$ cat config.mk
export PLATFORM = sky130hd
export DESIGN_NAME = source_line_tokenizer
export DESIGN_NICKNAME = d
export VERILOG_FILES = /design/src/rtl/core/slt_pkg.sv /design/src/rtl/core/slt_lexer.sv /design/src/rtl/core/slt_out_fifo.sv /design/src/rtl/core/source_line_tokenizer.sv
export SDC_FILE = /design/constraint.sdc
export NUM_CORES = 1
export LEC_CHECK = 0
export ABC_AREA = 1
export BUFFER_PORTS_ARGS = -buffer_cell sky130_fd_sc_hd__buf_2
export CAP_MARGIN = 20
export CORE_UTILIZATION = 30
export DETAILED_ROUTE_END_ITERATION = 16
export SETUP_SLACK_MARGIN = 0.3
export SYNTH_ARGS = -nofsm -noshare
export SYNTH_HDL_FRONTEND = slang
export SYNTH_HIERARCHICAL = 1
export SYNTH_SLANG_ARGS = --single-unit
$ cat constraint.sdc
create_clock -name clk_i -period 7.6 [get_ports clk_i]
set_input_delay 0 -clock clk_i [delete_from_list [all_inputs] [get_ports clk_i]]
set_output_delay 0 -clock clk_i [all_outputs]
set_load 0.005 [all_outputs]
$ cat src/rtl/core/slt_pkg.sv
// ----------------------------------------------------------------------------
// slt_pkg
// types, keyword table and constants shared by the source line tokenizer
// ----------------------------------------------------------------------------
package slt_pkg;

  localparam int unsigned LINE_LENGTH_DEF = 256;
  localparam int unsigned NUM_KW          = 10;
  localparam int unsigned KW_MAX_LEN      = 6;
  localparam int unsigned FIFO_DEPTH      = 4;
  localparam logic [7:0]  LEN_MAX         = 8'd255;
  localparam logic [NUM_KW-1:0] KW_ALL    = '1;

  typedef enum logic [2:0] {
    KIND_OP    = 3'd0,
    KIND_KW    = 3'd1,
    KIND_INT   = 3'd2,
    KIND_IDENT = 3'd3,
    KIND_UNID  = 3'd4
  } kind_e;

  typedef struct packed {
    logic [7:0] ch;
    logic       line_end;
  } in_word_t;

  typedef struct packed {
    kind_e      kind;
    logic [7:0] op_char;
    logic [3:0] keyword_id;
    logic [7:0] start_col;
    logic [7:0] tok_len;
    logic       last;
  } out_word_t;

  typedef struct packed {
    logic [1:0] count;
    out_word_t  w0;
    out_word_t  w1;
  } push_t;

  // keyword text, first character in element 0, zero padded
  localparam logic [0:KW_MAX_LEN-1][7:0] KW_TEXT [NUM_KW] = '{
    {"if",     32'd0},
    {"else",   16'd0},
    {"elif",   16'd0},
    {"while",   8'd0},
    {"return"       },
    {"int",    24'd0},
    {"var",    24'd0},
    {"for",    24'd0},
    {"long",   16'd0},
    {"short",   8'd0}
  };

  localparam logic [2:0] KW_LEN [NUM_KW] = '{
    3'd2, 3'd4, 3'd4, 3'd5, 3'd6, 3'd3, 3'd3, 3'd3, 3'd4, 3'd5
  };

endpackage

$ cat src/rtl/core/slt_lexer.sv
// ----------------------------------------------------------------------------
// slt_lexer
// word state and per-character classification, up to two tokens per character
// ----------------------------------------------------------------------------
module slt_lexer import slt_pkg::*; #(
  parameter int unsigned LINE_LENGTH = LINE_LENGTH_DEF
) (
  input  logic     clk_i,
  input  logic     rst_ni,
  input  logic     proc_i,
  input  in_word_t word_i,
  output push_t    push_o
);

  localparam logic [7:0] COL_MAX = (LINE_LENGTH - 1 < 255) ? 8'(LINE_LENGTH - 1) : 8'd255;

  logic [7:0]        column_q, column_d;
  logic [7:0]        word_start_q, word_start_d;
  logic [7:0]        word_length_q, word_length_d;
  logic              all_digits_q, all_digits_d;
  logic              first_digit_q, first_digit_d;
  logic [NUM_KW-1:0] alive_q, alive_d;

  logic              is_op, delim, digit, start_new, close;
  logic [7:0]        ws_n, wl_n;
  logic              ad_n, fd_n;
  logic [NUM_KW-1:0] alive_n, ok;
  logic              match;
  logic [3:0]        match_id;
  kind_e             word_kind;
  out_word_t         word_tok, op_tok;

  always_comb begin
    is_op = word_i.ch inside {"+", "-", "*", "/", ">", "<", "=", "%"};
    delim = is_op || (word_i.ch inside {" ", ",", ";", "(", ")", "[", "]", "{", "}"});
    digit = word_i.ch inside {["0":"9"]};
    start_new = !delim && (word_length_q == 8'd0);

    for (int k = 0; k < NUM_KW; k++) begin
      ok[k] = (word_length_q < {5'd0, KW_LEN[k]}) &&
              (KW_TEXT[k][word_length_q[2:0]] == word_i.ch);
    end

    ws_n    = start_new ? column_q : word_start_q;
    fd_n    = start_new ? digit : first_digit_q;
    ad_n    = start_new ? 1'b1 : all_digits_q;
    alive_n = start_new ? KW_ALL : alive_q;
    wl_n    = word_length_q;
    if (!delim) begin
      alive_n = alive_n & ok;
      ad_n    = ad_n & digit;
      if (word_length_q < LEN_MAX) begin
        wl_n = word_length_q + 8'd1;
      end
    end

    close = (delim || word_i.line_end) && (wl_n != 8'd0);

    match    = 1'b0;
    match_id = 4'd0;
    for (int k = NUM_KW - 1; k >= 0; k--) begin
      if (alive_n[k] && (wl_n == {5'd0, KW_LEN[k]})) begin
        match    = 1'b1;
        match_id = 4'(k);
      end
    end

    if (match) begin
      word_kind = KIND_KW;
    end else if (ad_n) begin
      word_kind = KIND_INT;
    end else if (!fd_n) begin
      word_kind = KIND_IDENT;
    end else begin
      word_kind = KIND_UNID;
    end

    word_tok.kind       = word_kind;
    word_tok.op_char    = 8'd0;
    word_tok.keyword_id = match ? match_id : 4'd0;
    word_tok.start_col  = ws_n;
    word_tok.tok_len    = wl_n;
    word_tok.last       = !is_op;

    op_tok.kind       = KIND_OP;
    op_tok.op_char    = word_i.ch;
    op_tok.keyword_id = 4'd0;
    op_tok.start_col  = column_q;
    op_tok.tok_len    = 8'd1;
    op_tok.last       = 1'b1;

    if (close) begin
      push_o.w0    = word_tok;
      push_o.w1    = op_tok;
      push_o.count = is_op ? 2'd2 : 2'd1;
    end else begin
      push_o.w0    = op_tok;
      push_o.w1    = op_tok;
      push_o.count = is_op ? 2'd1 : 2'd0;
    end
    if (!proc_i) begin
      push_o.count = 2'd0;
    end

    // next word state
    word_start_d  = ws_n;
    word_length_d = wl_n;
    all_digits_d  = ad_n;
    first_digit_d = fd_n;
    alive_d       = alive_n;
    if (close || word_i.line_end) begin
      word_length_d = 8'd0;
      all_digits_d  = 1'b1;
      first_digit_d = 1'b0;
      alive_d       = KW_ALL;
    end

    if (word_i.line_end) begin
      column_d = 8'd0;
    end else if (column_q < COL_MAX) begin
      column_d = column_q + 8'd1;
    end else begin
      column_d = column_q;
    end
  end

  always_ff @(posedge clk_i or negedge rst_ni) begin
    if (!rst_ni) begin
      column_q      <= 8'd0;
      word_start_q  <= 8'd0;
      word_length_q <= 8'd0;
      all_digits_q  <= 1'b1;
      first_digit_q <= 1'b0;
      alive_q       <= KW_ALL;
    end else if (proc_i) begin
      column_q      <= column_d;
      word_start_q  <= word_start_d;
      word_length_q <= word_length_d;
      all_digits_q  <= all_digits_d;
      first_digit_q <= first_digit_d;
      alive_q       <= alive_d;
    end
  end

`ifndef SYNTHESIS
  a_no_word_keeps_alive: assert property (@(posedge clk_i) disable iff (!rst_ni)
    (word_length_q == 8'd0) |-> (alive_q == KW_ALL && all_digits_q))
    else $error("idle word state not cleared");
  a_pair_order: assert property (@(posedge clk_i) disable iff (!rst_ni)
    (push_o.count == 2'd2) |-> (!push_o.w0.last && push_o.w1.last &&
                                push_o.w1.kind == KIND_OP))
    else $error("token pair out of order");
  a_column_limit: assert property (@(posedge clk_i) disable iff (!rst_ni)
    column_q <= COL_MAX)
    else $error("column past limit");
`endif

endmodule

$ cat src/rtl/core/slt_out_fifo.sv
// ----------------------------------------------------------------------------
// slt_out_fifo
// four-entry queue, takes up to two tokens, gives one per cycle unless stalled
// ----------------------------------------------------------------------------
module slt_out_fifo import slt_pkg::*; (
  input  logic      clk_i,
  input  logic      rst_ni,
  input  push_t     push_i,
  output logic      space_o,
  output logic      out_valid_o,
  input  logic      out_stall_i,
  output out_word_t out_word_o
);

  localparam int unsigned PW = $clog2(FIFO_DEPTH);
  localparam int unsigned CW = $clog2(FIFO_DEPTH + 1);

  out_word_t         mem_q [FIFO_DEPTH];
  logic [PW-1:0]     wr_ptr_q, wr_ptr_d;
  logic [PW-1:0]     rd_ptr_q, rd_ptr_d;
  logic [CW-1:0]     count_q, count_d;
  logic              pop;

  assign pop         = out_valid_o && !out_stall_i;
  assign out_valid_o = (count_q != '0);
  assign out_word_o  = mem_q[rd_ptr_q];
  assign space_o     = (count_q <= CW'(FIFO_DEPTH - 2));

  always_comb begin
    wr_ptr_d = wr_ptr_q + PW'(push_i.count);
    rd_ptr_d = pop ? rd_ptr_q + PW'(1) : rd_ptr_q;
    count_d  = count_q + CW'(push_i.count) - (pop ? CW'(1) : CW'(0));
  end

  always_ff @(posedge clk_i) begin
    if (push_i.count != 2'd0) begin
      mem_q[wr_ptr_q] <= push_i.w0;
    end
    if (push_i.count == 2'd2) begin
      mem_q[wr_ptr_q + PW'(1)] <= push_i.w1;
    end
  end

  always_ff @(posedge clk_i or negedge rst_ni) begin
    if (!rst_ni) begin
      wr_ptr_q <= '0;
      rd_ptr_q <= '0;
      count_q  <= '0;
    end else begin
      wr_ptr_q <= wr_ptr_d;
      rd_ptr_q <= rd_ptr_d;
      count_q  <= count_d;
    end
  end

`ifndef SYNTHESIS
  a_count_bound: assert property (@(posedge clk_i) disable iff (!rst_ni)
    count_q <= CW'(FIFO_DEPTH))
    else $error("token queue overflow");
  a_push_space: assert property (@(posedge clk_i) disable iff (!rst_ni)
    (push_i.count != 2'd0) |-> (count_q <= CW'(FIFO_DEPTH - 2)))
    else $error("push without room");
  a_ptr_match: assert property (@(posedge clk_i) disable iff (!rst_ni)
    (wr_ptr_q - rd_ptr_q) == count_q[PW-1:0])
    else $error("queue pointers and count disagree");
`endif

endmodule

$ cat src/rtl/core/source_line_tokenizer.sv
// ----------------------------------------------------------------------------
// source_line_tokenizer
// byte-per-cycle lexer that turns a source line into keyword, integer,
// identifier, unidentified and operator tokens
// ----------------------------------------------------------------------------
// usage
//   in channel: one character word per handshake (in_valid_i high, in_stall_o
//   low), line_end marks the last character of a line
//   out channel: one token word per handshake (out_valid_o high, out_stall_i
//   low); last marks the final token caused by one character
//   path: a taken character is registered, then classified and written into
//   the token queue, from which its tokens are offered in order
//   throughput: one character per cycle while in_stall_o is low; a delimiter
//   that closes a word and is an operator gives two tokens, and the output
//   side drains one token per cycle while out_stall_i is low, which sets the
//   long-run rate; the four-entry queue takes bursts
//   stall: when the receiver stalls, tokens collect in the queue; once fewer
//   than two entries are free the input register holds and in_stall_o rises
//   reset: column at zero, no open word, token queue empty, no clearing pass
// ----------------------------------------------------------------------------
module source_line_tokenizer import slt_pkg::*; #(
  parameter int unsigned LINE_LENGTH = LINE_LENGTH_DEF
) (
  input  logic      clk_i,
  input  logic      rst_ni,
  input  logic      in_valid_i,
  output logic      in_stall_o,
  input  in_word_t  in_word_i,
  output logic      out_valid_o,
  input  logic      out_stall_i,
  output out_word_t out_word_o
);

  logic     in_valid_q;
  in_word_t in_word_q;
  logic     space;
  logic     proc;
  push_t    push;

  assign proc       = in_valid_q && space;
  assign in_stall_o = in_valid_q && !space;

  always_ff @(posedge clk_i or negedge rst_ni) begin
    if (!rst_ni) begin
      in_valid_q <= 1'b0;
    end else if (!in_stall_o) begin
      in_valid_q <= in_valid_i;
    end
  end

  always_ff @(posedge clk_i) begin
    if (in_valid_i && !in_stall_o) begin
      in_word_q <= in_word_i;
    end
  end

  slt_lexer #(
    .LINE_LENGTH (LINE_LENGTH)
  ) u_lexer (
    .clk_i  (clk_i),
    .rst_ni (rst_ni),
    .proc_i (proc),
    .word_i (in_word_q),
    .push_o (push)
  );

  slt_out_fifo u_out_fifo (
    .clk_i       (clk_i),
    .rst_ni      (rst_ni),
    .push_i      (push),
    .space_o     (space),
    .out_valid_o (out_valid_o),
    .out_stall_i (out_stall_i),
    .out_word_o  (out_word_o)
  );

endmodule
# Word-level counts from Yosys, hierarchy flattened
# Memories as Yosys holds them, arrays and structs flattened.
# Cells that the tools add are included.
# totals
ram_bits,128
wordCells,187
rom_bits,640
reg_bits,53
memories,11
inputBits,13
# op_classes
eq_ne,33
order_cmp,11
n_mux,67
n_bitwise,3
addsub,7
n_reduce_logical,43
# memory_table
name,depth,word_bits,rd,rd_clocked_by_memory_dff,wr,line,rtl
u_out_fifo.mem_q,4,32,1,0,2,slt_out_fifo.sv:18,out_word_t mem_q [FIFO_DEPTH];
(no name shown),8,8,1,0,0,slt_lexer.sv:41,(KW_TEXT[k][word_length_q[2:0]] == word_i.ch);
(no name shown),8,8,1,0,0,slt_lexer.sv:41,
(no name shown),8,8,1,0,0,slt_lexer.sv:41,
(no name shown),8,8,1,0,0,slt_lexer.sv:41,
(no name shown),8,8,1,0,0,slt_lexer.sv:41,
5 more memories,-,-,-,-,-,-,
# op_table
cell,n
$mux 8,26
$eq 8x6->1 const B,13
$eq 8x8->1,10
$mux 66,1
$mux 4,11
$eq 8x7->1 const B,4
$mux 10,3
$logic_and 1x1->1,27
$eq 8x3->1 const B,3
$lt 8x3->1 const B,3
$mux 1,21
$add 8x1->8 const B,2
$eq 8x2->1 const B,2
$lt 8x2->1 const B,2
$lt 8x8->1 const B,2
$reduce_bool 8->1,2
$and 10x10->10,1
$mux 3,3
$reduce_bool 9->1,1
$ge 8x6->1 const B,1
$le 8x6->1 const B,1
$logic_not 8->1,1
$logic_not 1->1,5
$add 2x1->2 const B,2
13 further kinds,17

# Longest topological paths before layout
# depth
word_depth,25
mapped_depth,29
depth_no_buf,24

# Hierarchy
# The synthesis kept the hierarchy.
# modules_own_cells
module,area_per_inst_um2,seq_area_each_um2,instances,cells_each
slt_out_fifo,7243.2,4018.9,1,893
slt_lexer,3922.5,914.6,1,639
source_line_tokenizer,335.3,295.3,1,18

# Worst setup path after synthesis
# OpenSTA, ideal clock, no wires.
# synth_path
kind,flip-flop to flip-flop
start,register u_lexer.word_length_q[0]
end,"memory u_out_fifo/mem_q[3][0] (netlist name), enable pin"
stages_incl_launch_ff,18
period_less_slack_ps,5435
arrival_time_ps,4969
path_slack_ps,2165
n_path_buf,2
path_cell_list,dfrtp_1 clkinv_1 ha_1 nand2_1 nand2_1 o21ai_2 nand2_2 nor2_2 nand2_2 o21ai_4 inv_2 buf_4 buf_6 ha_1 nand2_1 inv_1 nor2_1 o21ai_0
# synth_lines
item,line,rtl
from (decl),slt_lexer.sv:19,"logic [7:0] word_length_q, word_length_d;"
from (signal assigned),slt_lexer.sv:138,word_length_q <= word_length_d;
to (decl),slt_out_fifo.sv:18,

==> results.txt <==
- The run finished with clean final reports.
- Netlist area before placement: 11,500 um^2
* Area after detailed placement: 11,900 um^2
- Number of fill cells: 3,957
* Count of cells resized by post-cts repair: 0
- Number of H-tree levels: 4
- Net total in the final layout: 1,583
- Worst skew pair latency: 0.44 ns
- After detailed routing, the total wire length is 31,300 um.
- Of the post-synthesis cell area, the dominant cell type holds 0.358.
- Largest cells by area after synthesis: sky130_fd_sc_hd__edfxtp_1 (36%), sky130_fd_sc_hd__nand2_1 (19%), sky130_fd_sc_hd__nand3_1 (7.4%), sky130_fd_sc_hd__dfrtp_1 (7.2%), sky130_fd_sc_hd__o21ai_0 (5.0%)
- Post-Route Setup TNS: 0 ns
- Power Density: 334 nW/um^2
- The worst hold path belongs to the class primary input to asynchronous set/reset pin.
* Share of the synthesized area in compound gates (AO/OA/AOI/OAI): 0.0676
* Worst slack, placed: 2.03 ns
- STA puts the critical path data arrival time at 5.72 ns.
- The number of slew-limit violations in the final report is 0.
- The first global-routing pass estimated 49,600 um of wire.
- Of the total synthesized cell area, the portion taken by XOR and XNOR cells is 0.0183.
- Initial drt markers: 967
* Required time of the worst setup path: 7.69 ns
- The initial utilization of the core area, before any placement, comes to 0.305.
- Post-layout minimum cycle time: 5.63 ns
- Max-cap check violation count: 0
- For this design the static power due to leakage is 5.86 nW.
- The die is 198 um tall.
- Total clock sinks: 181
- Primary flip-flop cell chosen by synthesis mapping: sky130_fd_sc_hd__edfxtp_1
- Via count of the first global-routing pass: 9,134
- For this run the aggregate overflow at the end of global routing stands at 0.
- The worst setup path is captured at a flop.
- Smallest setup slack after layout: 1.97 ns
- Number of instances in the placed design: 2,034
* Count of cells along the worst register-to-register path: 25
- Main combinational cell family by area after synthesis: simple AND/OR/NAND/NOR gates
- Setup violations remaining at the end of the flow were counted as 0.
* Most common cell after layout, fill and taps aside: sky130_fd_sc_hd__nand2_1
- Simple-gate portion of the synthesized area: 0.341
- For this run, the share of the core covered by cells in the final layout is 0.336.
* Source of the worst register-to-register timing path: in_word_q[2]
- Endpoints failing hold: 0
- Share of the yosys chip area belonging to registers: 0.455
- Register bit count reported by yosys: 181
* Ratio of cells with drive above 1 in the final layout: 0.0996
* Peak per-stage delay on the critical path: 0.74 ns
- By startpoint and endpoint, the worst setup path is classified as flop to flop.
- Worst-margin pin slew: 0.988 ns
- Worst flop-to-flop path endpoint: u_out_fifo/mem_q[2][16]
* Fin crit share: 0.741
- Leading cell types in the layout, fill and taps excluded: sky130_fd_sc_hd__nand2_1 (585), sky130_fd_sc_hd__nand3_1 (171), sky130_fd_sc_hd__edfxtp_1 (137)
- Critical Path Fanout Max: 70
- The final route contains 9,993 vias.
- In this run, CTS created clock tree buffers numbering 17.
- For this run, the number of Yosys warnings is 6.
* Global Route Usage Sum: 0.163
- Top achievable clock speed: 178 MHz
* Detail-routed net length per standard cell: 15.1 um
- Excluding fillers, the count of instances in the completed layout stands at 2,078.
- After routing the design area is 12,600 um^2.
- Clock edge transition at the registers on the reported setup and hold paths: 0.07 ns
- Pin count of the biggest net entering global routing: 99
- Yosys mapped the design onto 44 distinct sky130hd cell types.
* Highest ir drop seen on vdd: 0.000193 V
- Core Area: 37,700 um^2
- After synthesis, the share of cell area in mux cells is 0.
- EDFF count, synth: 137
- Relative slew slack: 0.340
- The design draws 4.23 mW.
- The number of antenna diodes in the final layout is 0.
- CTS tree: yes
- Worst hold margin: 0.212 ns
* RSZ-0062 raised after global routing: false
- Register-to-register setup slack: 1.97 ns
- sky130_fd_sc_hd__edfxtp_1 takes more of the synthesized area than any other cell.
- In this run the deepest clock path goes through 2 buffers.
- The floorplan step defined a die boundary enclosing 39,100 um^2.
* DPL Wire Length: 21,000 um
- Layout Skew: 0.0134 ns
- Final Wtd Congestion: 0.928
- The area growth from synthesis to layout is 9.99%.
- After detailed routing, the number of vias per cell comes to 4.81.
- Number of standard cells after synthesis: 1,550
* Number of nets with antenna violations after routing: 0
* Adder-cell share of the synthesized area: 0.0181
- The cell that appears most often on the critical path is sky130_fd_sc_hd__nand2_1.
- The count of buffers added on input and output ports is 46.
* DRC violation count after routing: 0
- Dividing the synthesized area by the synthesized cell count gives 7.42 um^2.
* Horizontal die dimension: 198 um
- Max stage delay cell, worst path: sky130_fd_sc_hd__edfxtp_1
- CTS root buf: sky130_fd_sc_hd__clkbuf_16
* Async set-reset flop share out of synthesis: 0.243
- The initial antenna violation count was 0.
- The pre-antenna-repair detailed-routing pass consisted of 6 iterations.
- Nature of the critical path startpoint: flop
- For this design the top-level I/O count stands at 47.
* # rows: 71
worst max-delay path, delay by kind of cell, from the launching register on:
kind                     cells  cell delay (ns)
AO/OA/AOI/OAI                1             0.15
buffers and inverters        8             2.32
flip-flops                   1             0.74
AND/OR/NAND/NOR             15             1.64
adder cells (fa/ha/maj)      1             0.38
cell usage after synthesis, types with 4 or more instances:
cell type / n
sky130_fd_sc_hd__edfxtp_1: 137
sky130_fd_sc_hd__nor3_1: 7
sky130_fd_sc_hd__nand2_4: 4
sky130_fd_sc_hd__nand4_1: 6
sky130_fd_sc_hd__buf_1: 6
sky130_fd_sc_hd__xnor2_1: 4
sky130_fd_sc_hd__ha_1: 15
sky130_fd_sc_hd__o21ai_0: 116
sky130_fd_sc_hd__xor2_1: 20
sky130_fd_sc_hd__nor2_1: 128
sky130_fd_sc_hd__inv_1: 122
sky130_fd_sc_hd__dfstp_2: 11
sky130_fd_sc_hd__o21ai_1: 10
sky130_fd_sc_hd__dfrtp_1: 33
sky130_fd_sc_hd__nand3_1: 171
sky130_fd_sc_hd__buf_6: 9
sky130_fd_sc_hd__buf_2: 35
sky130_fd_sc_hd__nand2_2: 9
sky130_fd_sc_hd__nor2_2: 15
sky130_fd_sc_hd__nand3_2: 4
sky130_fd_sc_hd__buf_4: 31
sky130_fd_sc_hd__nand2_1: 585
sky130_fd_sc_hd__a21oi_1: 13
sky130_fd_sc_hd__clkbuf_1: 19
sky130_fd_sc_hd__inv_2: 12
layer usage:
layer / global-route usage / routed length [um] / vias up
met5: 0 / 0 / -
met4: 0.0577 / 701 / 0
met3: 0.0238 / 1740 / 38
met2: 0.272 / 14800 / 331
met1: 0.214 / 14100 / 4672
li1: - / - / 4952
layout make-up:
cell class | instances | area, um^2 | area share
clock buffer | 18 | 429 | 0.0339
timing repair buffer | 73 | 463 | 0.0366
multi-input combinational | 1143 | 5190 | 0.410
tap | 511 | 639 | 0.0505
inverter | 138 | 520 | 0.0411
clock inverter | 14 | 180 | 0.0142
sequential | 181 | 5230 | 0.413
flip-flops by register name (all words and copies together) (netlist names):
name	cells
u_out_fifo/wr_ptr_q	2
u_lexer/word_start_q	8
u_out_fifo/mem_q	128
u_lexer/all_digits_q	1
u_out_fifo/rd_ptr_q	2
u_lexer/first_digit_q	1
in_valid_q	1
u_lexer/alive_q	10
u_lexer/word_length_q	8
u_out_fifo/count_q	3
u_lexer/column_q	8
in_word_q	9
worst max-delay path by stage:
stage	slack, ns	endpoint	cells after the start	start
2_1_floorplan	2.17	u_out_fifo/mem_q[3][0]	17	u_lexer/word_length_q[0]
3_3_place_gp	2.17	u_out_fifo/mem_q[2][14]	25	in_word_q[2]
5_1_grt	1.32	u_out_fifo/mem_q[2][24]	25	in_word_q[2]
4_1_cts	2.02	u_out_fifo/mem_q[2][16]	25	in_word_q[2]
3_5_place_dp	2.03	u_out_fifo/mem_q[2][14]	25	in_word_q[2]
6_report	1.97	u_out_fifo/mem_q[2][16]	25	in_word_q[2]
power breakdown:
part | switching (mW) | internal (mW) | total [mW]
registers | 0.121 | 1.32 | 1.44
clock network | 0.395 | 0.521 | 0.915
logic | 1.32 | 0.552 | 1.87
total | 1.84 | 2.39 | 4.23
kinds of logic (layout without fill, tap and decap cells):
kind of cell | after synthesis | after routing
DFF | 181 | 181
adders and majority gates | 16 | 16
AOI/OAI and AO/OA | 148 | 148
and+or+nand+nor | 939 | 939
buffers and inverters | 240 | 243
other | 2 | 16
xor gates and xnor gates | 24 | 24
repair_timing:
action                    CTS  global route
hold endpoints to repair   45             0
setup buffers               0             0
hold buffers               12             0
No activity file was read; power rests on OpenSTA's default activity.
